`src/design/mees_pkg.sv`:
```
// ----------------------------------------------------------------------------
// mees_pkg
// Shared types and constants of the MIDI echo event scheduler.
// ----------------------------------------------------------------------------
package mees_pkg;

  localparam int SLOTS_DEF   = 32;
  localparam int MAX_RESULTS = 32;
  localparam int KW          = $clog2(MAX_RESULTS + 1);
  localparam int QDEPTH      = 4;
  localparam int DIV_NW      = 32;
  localparam int DIV_DW      = 16;

  localparam logic [1:0] KIND_NOTE    = 2'd0;
  localparam logic [1:0] KIND_TICK    = 2'd1;
  localparam logic [1:0] KIND_SILENCE = 2'd2;

  localparam logic [1:0] OP_ENTRY   = 2'd0;
  localparam logic [1:0] OP_TICK    = 2'd1;
  localparam logic [1:0] OP_SILENCE = 2'd2;

  localparam logic [2:0] CFG_ECHO_ENABLE  = 3'd0;
  localparam logic [2:0] CFG_TOUCH_LOW    = 3'd1;
  localparam logic [2:0] CFG_TOUCH_HIGH   = 3'd2;
  localparam logic [2:0] CFG_REPEATS_MIN  = 3'd3;
  localparam logic [2:0] CFG_REPEATS_MAX  = 3'd4;
  localparam logic [2:0] CFG_DELAY_MIN_MS = 3'd5;
  localparam logic [2:0] CFG_DELAY_MAX_MS = 3'd6;

  typedef struct packed {
    logic        echo_enable;
    logic [15:0] touch_low;
    logic [15:0] touch_high;
    logic [4:0]  repeats_min;
    logic [4:0]  repeats_max;
    logic [15:0] delay_min_ms;
    logic [15:0] delay_max_ms;
  } cfg_t;

  typedef struct packed {
    logic [1:0]  op;
    logic [31:0] delay;
    logic [6:0]  note;
    logic [6:0]  vel;
    logic [4:0]  ch;
    logic [3:0]  port;
    logic        rel;
  } cmd_t;

  typedef struct packed {
    logic push;
    cmd_t cmd;
  } q_wr_t;

  typedef struct packed {
    logic empty;
    cmd_t cmd;
  } q_rd_t;

  typedef struct packed {
    logic [6:0] note;
    logic [6:0] vel;
    logic [4:0] ch;
    logic [3:0] port;
    logic       rel;
  } out_t;

endpackage

```
`src/design/midi_echo_event_scheduler.sv`:
```
// A tick or silence request, once it leaves the queue, reads and evaluates each slot in turn
// and ends in a flush state; results stream during the scan, the flush releasing the last one.
// Busy is high through the push of a tick or silence and through a note-on's planning (repeat
// and interval divisions, skipped on a flat range, then one velocity division per repeat), and
// longer while the queue is full, as each queued entry waits on the back end's free-slot search.
// Reset (synchronous, rst_n low): counter zero, all slots free, registers at defaults.
// ----------------------------------------------------------------------------
// midi_echo_event_scheduler
// Timed note-echo engine: note-ons schedule repeats, ticks release due entries, silence releases held notes.
// ----------------------------------------------------------------------------
module midi_echo_event_scheduler import mees_pkg::*; #(
  parameter int SLOTS = SLOTS_DEF
) (
  input  logic        clk,
  input  logic        rst_n,
  input  logic        start,
  output logic        busy,
  input  logic [1:0]  in_kind,
  input  logic [4:0]  in_channel,
  input  logic [6:0]  in_note_number,
  input  logic [6:0]  in_velocity,
  input  logic [3:0]  in_port,
  input  logic [15:0] in_touch_level,
  output logic        out_valid,
  output logic [6:0]  out_note,
  output logic [6:0]  out_velocity,
  output logic [4:0]  out_channel,
  output logic [3:0]  out_port,
  output logic        out_is_release,
  output logic        out_last_of_run,
  input  logic        cfg_valid,
  output logic        cfg_ready,
  input  logic [2:0]  cfg_index,
  input  logic [15:0] cfg_data
);

  cfg_t  cfg_r;
  q_wr_t q_wr;
  q_rd_t q_rd;
  logic  q_full;
  logic  q_pop;

  assign cfg_ready = 1'b1;

  always_ff @(posedge clk) begin
    if (!rst_n) begin
      cfg_r.echo_enable  <= 1'b0;
      cfg_r.touch_low    <= 16'd1000;
      cfg_r.touch_high   <= 16'd4000;
      cfg_r.repeats_min  <= 5'd1;
      cfg_r.repeats_max  <= 5'd8;
      cfg_r.delay_min_ms <= 16'd100;
      cfg_r.delay_max_ms <= 16'd500;
    end else if (cfg_valid) begin
      unique case (cfg_index)
        CFG_ECHO_ENABLE:  cfg_r.echo_enable  <= cfg_data[0];
        CFG_TOUCH_LOW:    cfg_r.touch_low    <= cfg_data;
        CFG_TOUCH_HIGH:   cfg_r.touch_high   <= cfg_data;
        CFG_REPEATS_MIN:  cfg_r.repeats_min  <= cfg_data[4:0];
        CFG_REPEATS_MAX:  cfg_r.repeats_max  <= cfg_data[4:0];
        CFG_DELAY_MIN_MS: cfg_r.delay_min_ms <= cfg_data;
        CFG_DELAY_MAX_MS: cfg_r.delay_max_ms <= cfg_data;
        default: ;
      endcase
    end
  end

  mees_front u_front (
    .clk            (clk),
    .rst_n          (rst_n),
    .cfg            (cfg_r),
    .start          (start),
    .busy           (busy),
    .in_kind        (in_kind),
    .in_channel     (in_channel),
    .in_note_number (in_note_number),
    .in_velocity    (in_velocity),
    .in_port        (in_port),
    .in_touch_level (in_touch_level),
    .q_wr           (q_wr),
    .q_full         (q_full)
  );

  mees_fifo u_fifo (
    .clk   (clk),
    .rst_n (rst_n),
    .wr    (q_wr),
    .full  (q_full),
    .pop   (q_pop),
    .rd    (q_rd)
  );

  mees_back #(.SLOTS(SLOTS)) u_back (
    .clk             (clk),
    .rst_n           (rst_n),
    .q_rd            (q_rd),
    .q_pop           (q_pop),
    .out_valid       (out_valid),
    .out_note        (out_note),
    .out_velocity    (out_velocity),
    .out_channel     (out_channel),
    .out_port        (out_port),
    .out_is_release  (out_is_release),
    .out_last_of_run (out_last_of_run)
  );

endmodule

```
`src/design/mees_div.sv`:
```
// ----------------------------------------------------------------------------
// mees_div
// Restoring unsigned divider, one quotient bit per cycle.
// ----------------------------------------------------------------------------
module mees_div import mees_pkg::*; (
  input  logic              clk,
  input  logic              rst_n,
  input  logic              start,
  input  logic [DIV_NW-1:0] num,
  input  logic [DIV_DW-1:0] den,
  output logic              done,
  output logic [DIV_NW-1:0] quot
);

  localparam int CW = $clog2(DIV_NW);

  logic              busy_r;
  logic              done_r;
  logic [CW-1:0]     cnt_r;
  logic [DIV_DW-1:0] rem_r;
  logic [DIV_DW-1:0] den_r;
  logic [DIV_NW-1:0] quo_r;
  logic [DIV_DW:0]   trial;
  logic              fits;

  assign trial = {rem_r, quo_r[DIV_NW-1]};
  assign fits  = trial >= {1'b0, den_r};

  always_ff @(posedge clk) begin
    if (!rst_n) begin
      busy_r <= 1'b0;
      done_r <= 1'b0;
      cnt_r  <= '0;
    end else begin
      done_r <= 1'b0;
      if (start) begin
        busy_r <= 1'b1;
        cnt_r  <= '0;
      end else if (busy_r) begin
        cnt_r <= cnt_r + 1'b1;
        if (cnt_r == CW'(DIV_NW - 1)) begin
          busy_r <= 1'b0;
          done_r <= 1'b1;
        end
      end
    end
  end

  always_ff @(posedge clk) begin
    if (start) begin
      rem_r <= '0;
      den_r <= den;
      quo_r <= num;
    end else if (busy_r) begin
      rem_r <= fits ? DIV_DW'(trial - {1'b0, den_r}) : trial[DIV_DW-1:0];
      quo_r <= {quo_r[DIV_NW-2:0], fits};
    end
  end

  assign done = done_r;
  assign quot = quo_r;

endmodule

```
`src/design/mees_fifo.sv`:
```
// ----------------------------------------------------------------------------
// mees_fifo
// Short command queue between the planning front and the slot back end.
// ----------------------------------------------------------------------------
module mees_fifo import mees_pkg::*; (
  input  logic  clk,
  input  logic  rst_n,
  input  q_wr_t wr,
  output logic  full,
  input  logic  pop,
  output q_rd_t rd
);

  localparam int PW = $clog2(QDEPTH);

  cmd_t          mem [QDEPTH];
  logic [PW-1:0] wp_r;
  logic [PW-1:0] rp_r;
  logic [PW:0]   cnt_r;
  logic          do_push;
  logic          do_pop;

  assign full    = cnt_r == (PW+1)'(QDEPTH);
  assign rd.empty = cnt_r == '0;
  assign rd.cmd  = mem[rp_r];
  assign do_push = wr.push && !full;
  assign do_pop  = pop && !rd.empty;

  always_ff @(posedge clk) begin
    if (!rst_n) begin
      wp_r  <= '0;
      rp_r  <= '0;
      cnt_r <= '0;
    end else begin
      if (do_push) wp_r <= wp_r + 1'b1;
      if (do_pop)  rp_r <= rp_r + 1'b1;
      unique case ({do_push, do_pop})
        2'b10:   cnt_r <= cnt_r + 1'b1;
        2'b01:   cnt_r <= cnt_r - 1'b1;
        default: cnt_r <= cnt_r;
      endcase
    end
  end

  always_ff @(posedge clk) begin
    if (do_push) mem[wp_r] <= wr.cmd;
  end

endmodule

```
`src/design/mees_front.sv`:
```
// ----------------------------------------------------------------------------
// mees_front
// Accepts items, maps touch to repeat count and interval, and queues slot
// entries, ticks and silence requests in order.
// ----------------------------------------------------------------------------
module mees_front import mees_pkg::*; (
  input  logic        clk,
  input  logic        rst_n,
  input  cfg_t        cfg,
  input  logic        start,
  output logic        busy,
  input  logic [1:0]  in_kind,
  input  logic [4:0]  in_channel,
  input  logic [6:0]  in_note_number,
  input  logic [6:0]  in_velocity,
  input  logic [3:0]  in_port,
  input  logic [15:0] in_touch_level,
  output q_wr_t       q_wr,
  input  logic        q_full
);

  localparam logic [3:0] S_IDLE     = 4'd0;
  localparam logic [3:0] S_PUSH     = 4'd1;
  localparam logic [3:0] S_MUL_N    = 4'd2;
  localparam logic [3:0] S_DIV_N    = 4'd3;
  localparam logic [3:0] S_MUL_D    = 4'd4;
  localparam logic [3:0] S_DIV_D    = 4'd5;
  localparam logic [3:0] S_DIV_OFF  = 4'd6;
  localparam logic [3:0] S_DIV_V    = 4'd7;
  localparam logic [3:0] S_PUSH_ON  = 4'd8;
  localparam logic [3:0] S_PUSH_OFF = 4'd9;

  logic [3:0]  state_r;
  logic        div_go_r;
  logic [1:0]  op_r;
  logic [4:0]  ch_r;
  logic [6:0]  note_r;
  logic [6:0]  vel_r;
  logic [3:0]  port_r;
  logic [15:0] touch_r;
  logic [31:0] prod_r;
  logic        neg_r;
  logic [4:0]  n_r;
  logic [15:0] d_r;
  logic [4:0]  r_r;
  logic [31:0] on_r;
  logic [15:0] offadd_r;
  logic [6:0]  v_r;

  logic              div_done;
  logic [DIV_NW-1:0] div_quot;
  logic [DIV_NW-1:0] div_num;
  logic [DIV_DW-1:0] div_den;
  logic [15:0]       span;
  logic [15:0]       xoff;
  logic [5:0]        vmul;
  logic signed [33:0] q_s;
  logic signed [33:0] q_signed;
  logic [15:0]       n_fix;
  logic [15:0]       d_fix;
  logic [15:0]       n_flat;
  logic [15:0]       d_flat;
  logic              flat;
  logic [32:0]       off_prod;

  function automatic logic [15:0] clamp16(input logic signed [33:0] m,
                                          input logic [15:0] lo,
                                          input logic [15:0] hi);
    logic signed [33:0] slo;
    logic signed [33:0] shi;
    slo = $signed({18'b0, lo});
    shi = $signed({18'b0, hi});
    if (m < slo) return lo;
    else if (m > shi) return hi;
    else return m[15:0];
  endfunction

  assign busy = state_r != S_IDLE;
  assign span = cfg.touch_high - cfg.touch_low;
  assign xoff = touch_r - cfg.touch_low;
  assign flat = cfg.touch_high <= cfg.touch_low;
  assign vmul = 6'(n_r) - 6'(r_r) + 6'd1;

  // two thirds of the interval: 2*d times ceil(2^17/3), exact for 2*d below 2^17
  assign off_prod = 33'({d_r, 1'b0}) * 33'd43691;

  assign q_s      = $signed({2'b00, div_quot});
  assign q_signed = neg_r ? -q_s : q_s;
  assign n_fix    = clamp16(q_signed + $signed({29'b0, cfg.repeats_min}),
                            {11'b0, cfg.repeats_min}, {11'b0, cfg.repeats_max});
  assign d_fix    = clamp16(q_signed + $signed({18'b0, cfg.delay_min_ms}),
                            cfg.delay_min_ms, cfg.delay_max_ms);
  assign n_flat   = clamp16($signed({29'b0, cfg.repeats_max}),
                            {11'b0, cfg.repeats_min}, {11'b0, cfg.repeats_max});
  assign d_flat   = clamp16($signed({18'b0, cfg.delay_max_ms}),
                            cfg.delay_min_ms, cfg.delay_max_ms);

  always_comb begin
    div_num = prod_r;
    div_den = span;
    unique case (state_r)
      S_DIV_V: begin
        div_num = 32'(vel_r * vmul);
        div_den = 16'(n_r) + 16'd1;
      end
      default: begin
        div_num = prod_r;
        div_den = span;
      end
    endcase
  end

  mees_div u_div (
    .clk   (clk),
    .rst_n (rst_n),
    .start (div_go_r),
    .num   (div_num),
    .den   (div_den),
    .done  (div_done),
    .quot  (div_quot)
  );

  always_comb begin
    q_wr.push      = 1'b0;
    q_wr.cmd.op    = OP_ENTRY;
    q_wr.cmd.delay = on_r;
    q_wr.cmd.note  = note_r;
    q_wr.cmd.vel   = v_r;
    q_wr.cmd.ch    = ch_r;
    q_wr.cmd.port  = port_r;
    q_wr.cmd.rel   = 1'b0;
    unique case (state_r)
      S_PUSH: begin
        q_wr.push   = 1'b1;
        q_wr.cmd.op = op_r;
      end
      S_PUSH_ON: q_wr.push = 1'b1;
      S_PUSH_OFF: begin
        q_wr.push      = 1'b1;
        q_wr.cmd.delay = on_r + 32'(offadd_r);
        q_wr.cmd.vel   = '0;
        q_wr.cmd.rel   = 1'b1;
      end
      default: q_wr.push = 1'b0;
    endcase
  end

  always_ff @(posedge clk) begin
    if (!rst_n) begin
      state_r  <= S_IDLE;
      div_go_r <= 1'b0;
    end else begin
      div_go_r <= 1'b0;
      unique case (state_r)
        S_IDLE: begin
          if (start) begin
            if (in_kind == KIND_NOTE) begin
              if (cfg.echo_enable && in_touch_level >= cfg.touch_low) state_r <= S_MUL_N;
            end else if (in_kind == KIND_TICK || in_kind == KIND_SILENCE) begin
              state_r <= S_PUSH;
            end
          end
        end
        S_PUSH: if (!q_full) state_r <= S_IDLE;
        S_MUL_N: begin
          if (flat) begin
            state_r <= S_MUL_D;
          end else begin
            state_r  <= S_DIV_N;
            div_go_r <= 1'b1;
          end
        end
        S_DIV_N: if (div_done) state_r <= S_MUL_D;
        S_MUL_D: begin
          if (flat) begin
            state_r <= (n_r == '0) ? S_IDLE : S_DIV_OFF;
          end else begin
            state_r  <= S_DIV_D;
            div_go_r <= 1'b1;
          end
        end
        S_DIV_D: begin
          if (div_done) state_r <= (n_r == '0) ? S_IDLE : S_DIV_OFF;
        end
        S_DIV_OFF: begin
          state_r  <= S_DIV_V;
          div_go_r <= 1'b1;
        end
        S_DIV_V:   if (div_done) state_r <= S_PUSH_ON;
        S_PUSH_ON: if (!q_full) state_r <= S_PUSH_OFF;
        S_PUSH_OFF: begin
          if (!q_full) begin
            if (r_r == n_r) begin
              state_r <= S_IDLE;
            end else begin
              state_r  <= S_DIV_V;
              div_go_r <= 1'b1;
            end
          end
        end
        default: state_r <= S_IDLE;
      endcase
    end
  end

  always_ff @(posedge clk) begin
    unique case (state_r)
      S_IDLE: begin
        op_r    <= (in_kind == KIND_TICK) ? OP_TICK : OP_SILENCE;
        ch_r    <= in_channel;
        note_r  <= in_note_number;
        vel_r   <= in_velocity;
        port_r  <= in_port;
        touch_r <= in_touch_level;
      end
      S_MUL_N: begin
        if (flat) n_r <= n_flat[4:0];
        prod_r <= 32'(xoff * ((cfg.repeats_max >= cfg.repeats_min) ?
                  (cfg.repeats_max - cfg.repeats_min) : (cfg.repeats_min - cfg.repeats_max)));
        neg_r  <= cfg.repeats_max < cfg.repeats_min;
      end
      S_DIV_N: if (div_done) n_r <= n_fix[4:0];
      S_MUL_D: begin
        if (flat) begin
          d_r  <= d_flat;
          on_r <= 32'(d_flat);
        end
        prod_r <= 32'(xoff * ((cfg.delay_max_ms >= cfg.delay_min_ms) ?
                  (cfg.delay_max_ms - cfg.delay_min_ms) : (cfg.delay_min_ms - cfg.delay_max_ms)));
        neg_r  <= cfg.delay_max_ms < cfg.delay_min_ms;
        r_r    <= 5'd1;
      end
      S_DIV_D: begin
        if (div_done) begin
          d_r  <= d_fix;
          on_r <= 32'(d_fix);
        end
      end
      S_DIV_OFF: offadd_r <= off_prod[32:17];
      S_DIV_V: if (div_done) v_r <= (div_quot == '0) ? 7'd1 : div_quot[6:0];
      S_PUSH_OFF: begin
        if (!q_full) begin
          r_r  <= r_r + 1'b1;
          on_r <= on_r + 32'(d_r);
        end
      end
      default: ;
    endcase
  end

endmodule

```
`src/design/mees_back.sv`:
```
// ----------------------------------------------------------------------------
// mees_back
// Slot table: places entries in the lowest free slot, scans on tick and
// silence, and drives the result strobe.
// ----------------------------------------------------------------------------
module mees_back import mees_pkg::*; #(
  parameter int SLOTS = SLOTS_DEF
) (
  input  logic       clk,
  input  logic       rst_n,
  input  q_rd_t      q_rd,
  output logic       q_pop,
  output logic       out_valid,
  output logic [6:0] out_note,
  output logic [6:0] out_velocity,
  output logic [4:0] out_channel,
  output logic [3:0] out_port,
  output logic       out_is_release,
  output logic       out_last_of_run
);

  localparam int IW = $clog2(SLOTS);

  localparam logic [2:0] B_IDLE  = 3'd0;
  localparam logic [2:0] B_INS   = 3'd1;
  localparam logic [2:0] B_RD    = 3'd2;
  localparam logic [2:0] B_EV    = 3'd3;
  localparam logic [2:0] B_FLUSH = 3'd4;

  typedef struct packed {
    logic [31:0] due;
    logic [6:0]  note;
    logic [6:0]  vel;
    logic [4:0]  ch;
    logic [3:0]  port;
    logic        rel;
  } slot_t;

  slot_t          mem [SLOTS];
  slot_t          rd_q;
  logic [2:0]     state_r;
  cmd_t           cmd_r;
  logic [31:0]    now_r;
  logic [SLOTS-1:0] active_r;
  logic [IW-1:0]  idx_r;
  logic [KW-1:0]  k_r;
  logic           pend_v_r;
  out_t           pend_r;
  logic           out_valid_r;
  out_t           out_r;
  logic           out_last_r;

  logic           last_slot;
  logic           hit;
  logic           room;
  out_t           item;

  assign q_pop     = state_r == B_IDLE && !q_rd.empty;
  assign last_slot = idx_r == IW'(SLOTS - 1);
  assign room      = k_r < KW'(MAX_RESULTS);

  always_comb begin
    item.note = rd_q.note;
    item.ch   = rd_q.ch;
    item.port = rd_q.port;
    if (cmd_r.op == OP_TICK) begin
      hit      = active_r[idx_r] && now_r >= rd_q.due && room;
      item.rel = rd_q.rel;
      item.vel = rd_q.rel ? 7'd0 : rd_q.vel;
    end else begin
      hit      = active_r[idx_r] && !rd_q.rel && room;
      item.rel = 1'b1;
      item.vel = 7'd0;
    end
  end

  always_ff @(posedge clk) begin
    if (state_r == B_INS && !active_r[idx_r]) begin
      mem[idx_r] <= '{due: now_r + cmd_r.delay, note: cmd_r.note, vel: cmd_r.vel,
                      ch: cmd_r.ch, port: cmd_r.port, rel: cmd_r.rel};
    end
    rd_q <= mem[idx_r];
  end

  always_ff @(posedge clk) begin
    if (!rst_n) begin
      state_r     <= B_IDLE;
      now_r       <= '0;
      active_r    <= '0;
      idx_r       <= '0;
      k_r         <= '0;
      pend_v_r    <= 1'b0;
      out_valid_r <= 1'b0;
    end else begin
      out_valid_r <= 1'b0;
      unique case (state_r)
        B_IDLE: begin
          if (!q_rd.empty) begin
            idx_r <= '0;
            k_r   <= '0;
            if (q_rd.cmd.op == OP_TICK) begin
              now_r   <= now_r + 32'd1;
              state_r <= B_RD;
            end else if (q_rd.cmd.op == OP_SILENCE) begin
              state_r <= B_RD;
            end else begin
              state_r <= B_INS;
            end
          end
        end
        B_INS: begin
          // take the first free slot, drop the entry when none is left
          if (!active_r[idx_r]) begin
            active_r[idx_r] <= 1'b1;
            state_r         <= B_IDLE;
          end else if (last_slot) begin
            state_r <= B_IDLE;
          end else begin
            idx_r <= idx_r + 1'b1;
          end
        end
        B_RD: state_r <= B_EV;
        B_EV: begin
          if (hit) begin
            k_r      <= k_r + 1'b1;
            pend_v_r <= 1'b1;
            if (pend_v_r) begin
              out_valid_r <= 1'b1;
              out_last_r  <= 1'b0;
              out_r       <= pend_r;
            end
          end
          if (hit || cmd_r.op == OP_SILENCE) active_r[idx_r] <= 1'b0;
          if (last_slot) begin
            state_r <= B_FLUSH;
          end else begin
            idx_r   <= idx_r + 1'b1;
            state_r <= B_RD;
          end
        end
        B_FLUSH: begin
          if (pend_v_r) begin
            out_valid_r <= 1'b1;
            out_last_r  <= 1'b1;
            out_r       <= pend_r;
            pend_v_r    <= 1'b0;
          end
          state_r <= B_IDLE;
        end
        default: state_r <= B_IDLE;
      endcase
    end
  end

  // hold one emission back so the last of a run can be marked
  always_ff @(posedge clk) begin
    if (state_r == B_IDLE && !q_rd.empty) cmd_r <= q_rd.cmd;
    if (state_r == B_EV && hit) pend_r <= item;
  end

  assign out_valid       = out_valid_r;
  assign out_note        = out_r.note;
  assign out_velocity    = out_r.vel;
  assign out_channel     = out_r.ch;
  assign out_port        = out_r.port;
  assign out_is_release  = out_r.rel;
  assign out_last_of_run = out_last_r;

  a_k_bound: assert property (@(posedge clk) disable iff (!rst_n)
    k_r <= KW'(MAX_RESULTS))
    else $error("result count exceeded limit");

  a_silence_clears: assert property (@(posedge clk) disable iff (!rst_n)
    (state_r == B_FLUSH && cmd_r.op == OP_SILENCE) |-> active_r == '0)
    else $error("slots still active after silence");

  a_last_drains: assert property (@(posedge clk) disable iff (!rst_n)
    (out_valid_r && out_last_r) |-> !pend_v_r)
    else $error("held result left after last of run");

  a_ins_sets: assert property (@(posedge clk) disable iff (!rst_n)
    (state_r == B_INS && !active_r[idx_r]) |=> state_r == B_IDLE)
    else $error("insert did not finish after finding a free slot");

endmodule

```
`config.mk`:
```
export PLATFORM = sky130hd
export DESIGN_NAME = midi_echo_event_scheduler
export DESIGN_NICKNAME = d
export VERILOG_FILES = /design/src/design/mees_pkg.sv /design/src/design/midi_echo_event_scheduler.sv /design/src/design/mees_div.sv /design/src/design/mees_fifo.sv /design/src/design/mees_front.sv /design/src/design/mees_back.sv
export SDC_FILE = /design/constraint.sdc
export NUM_CORES = 2
export LEC_CHECK = 0
export ABC_AREA = 1
export BUFFER_PORTS_ARGS = -buffer_cell sky130_fd_sc_hd__buf_2
export CAP_MARGIN = 30
export CORE_ASPECT_RATIO = 1.1
export CORE_MARGIN = 2
export CORE_UTILIZATION = 25
export CTS_BUF_LIST = sky130_fd_sc_hd__clkbuf_16
export CTS_CLUSTER_SIZE = 28
export DETAILED_ROUTE_END_ITERATION = 16
export GPL_TIMING_DRIVEN = 0
export PLACE_DENSITY_LB_ADDON = 0.2
export SYNTH_ARGS = -nofsm -noshare
export SYNTH_HDL_FRONTEND = slang
export SYNTH_HIERARCHICAL = 1
export SYNTH_SLANG_ARGS = --single-unit
```
`constraint.sdc`:
```
create_clock -name clk -period 13.4 [get_ports clk]
set_input_delay 2.68 -clock clk [delete_from_list [all_inputs] [get_ports clk]]
set_output_delay 2.68 -clock clk [all_outputs]
set_load 0.05 [all_outputs]
```
==> run metrics <==
Post-synth EDFFs=2334; final-report hold violation count=0; Syn Area/Cell=10.6 µm²; clock tree root buffer cell=clkbuf_16; status=finished clean; Syn. warnings=6; first-pass GRT wire length=732000 µm; crit path DAT=11250 ps; Yosys top cell area share=52.2%; crit path capture type=flop; synthesized cell area=0.134 mm²; Core Region=0.535 mm²; Storage cell area=0.0751 mm²; Synth Net Count=13800; antenna violations before repair=41; WP buf/inv=9; relative slew slack=24.5%; Layout Nets=14600; Setup crit start kind=flop; CP top delay family=adder cells; Final setup viols=0; DRT Pass-1 Iters=6; register area share after synthesis=55.9%; Max-cap violations=0; worst slew pin tran=1130 ps; Top Ports=92; Die ar.=0.543 mm²; Layout area overhead=19.1%; HPWL after detailed placement=401000 µm; hold_buf cts=0; Num Clock Sinks=2582; Worst-Skew Late Latency=1010 ps; Starting DRT DRC Count=8689; Most common cell on crit path=nand2_1; TritonCTS clock tree=built; FMAX=93.8 MHz; DR WL/cell=25.1 µm; routed wire length=522000 µm; postcts setup bufs=0; DRC viols=0; largest net degree at the start of global routing=33; FILL cells=55300; H-tree depth=5; CTS clk-pin slew, worst paths=60 ps; via count=98500; minimum clock period=10670 ps; RSZ-0062 raised after global routing=false; starting density of the core=25.1%; die span in y=772 µm; CTS max path bufs=4; Yosys top cell by area=edfxtp_1; Post-synth top flop=edfxtp_1; ys async rst share=0%; Final ANT Viol Nets=0; GRT Total Usage=18.7%; vias per std cell=4.73; TritonCTS buffer count=305; GRT overflow=0; top cells by area, synth=edfxtp_1 52%, fa_1 7.8%, ha_1 5.2%; final worst setup slack=2730 ps; post_cts resized=0; fin crit share=79.6%; WS Path Type=reg -> reg; worst path required time=13980 ps; Hold WC Path Type=reg -> reg; Layout Skew=148 ps; dpl ws=2530 ps; fin. max-slew vios=0; layout cells sized above 1=9.70%; multi-input logic area=0.0521 mm²; Seq cells post-synth=2582; CP max stage cell=fa_1; top cells by count, synth=2334 x edfxtp_1, 1776 x nor2_1, 1765 x nand2_1, 1312 x inv_1, 1259 x o21ai_0; distinct cell type count after synthesis=73; die width=702 µm; vias in the first global route=97000; Post-Syn Instances=12600; row cnt=282; port buffer count=90; most frequent cell after synthesis=edfxtp_1; CP max FO=10; RePlAce Congestion=0.882; Max stage delay on crit path=900 ps
[path summary, 6_finish.rpt]
path                    start                     to  slack, ps  depth (start not counted)
max                 cfg_r[38]     u_front/prod_r[29]       2730                         40
min          u_back/pend_r[6]  u_back/out_channel[1]        380                          0
max reg2reg         cfg_r[38]     u_front/prod_r[29]       2730                         40
min reg2reg  u_back/pend_r[6]  u_back/out_channel[1]        380                          0
[through the flow]
stage	util [%]	setup TNS, ps	hold WS, ps	instance area (µm²)	cells
2_1_floorplan	-	0	386	134000	12600
3_3_place_gp	26.8	-2741390	389	143000	19800
3_5_place_dp	28.0	0	389	150000	20200
4_1_cts	29.8	0	370	160000	20800
5_1_grt	29.8	0	391	160000	20800
6_report	29.8	0	385	160000	20800
[layer usage]
metal	wire length, µm	vias to the layer above	track usage, %
li1	-	45300	-
met1	214000	49200	23.3
met2	252000	3198	32.0
met3	29600	805	2.60
met4	26900	4	8.72
met5	30	-	0
[sequential cells by signal (all words and copies together) (netlist names), 40 cells and up, named ones only]
signal / count
cfg_r: 75
u_back/cmd_r: 58
u_back/mem: 1792
u_back/rd_q: 40
u_fifo/mem: 232
[cells in the final DEF, fill, tap and decap left out, types with 123 or more instances in the layout]
| cell type | n |
|---|---|
| edfxtp_1 | 2334 |
| nor2_1 | 1768 |
| nand2_1 | 1764 |
| inv_1 | 1397 |
| o21ai_0 | 1259 |
| ha_1 | 560 |
| fa_1 | 525 |
| o22ai_1 | 508 |
| a21oi_1 | 445 |
| clkbuf_1 | 373 |
| nand3_1 | 325 |
| clkbuf_16 | 310 |
| buf_6 | 296 |
| dfxtp_1 | 248 |
| buf_2 | 158 |
| xor2_1 | 123 |
[area by class of cell]
type | instances | share of cell area [%]
tap | 7100 | 5.56
timing repair buffer | 527 | 4.03
sequential | 2582 | 47.0
buffer | 539 | 1.55
clock inverter | 239 | 1.12
antenna | 27 | 0.0423
inverter | 1364 | 3.21
clock buffer | 310 | 4.86
multi-input combinational | 8125 | 32.6
[cell families after synthesis]
| kind of cell | count (synthesis) | synth area share (%) |
|---|---|---|
| muxes | 1 | 0.00746 |
| buffers and inverters | 1903 | 5.65 |
| other | 1 | 0.00280 |
| DFF | 2582 | 55.9 |
| AOI/OAI and AO/OA | 2589 | 11.0 |
| and+or+nand+nor | 4242 | 13.0 |
| adders and majority gates | 1086 | 13.1 |
| xor gates and xnor gates | 206 | 1.34 |
Power is left out: the tool's default activity adds up to more than one toggle a clock period on the data nets, which glitch-free logic cannot reach.
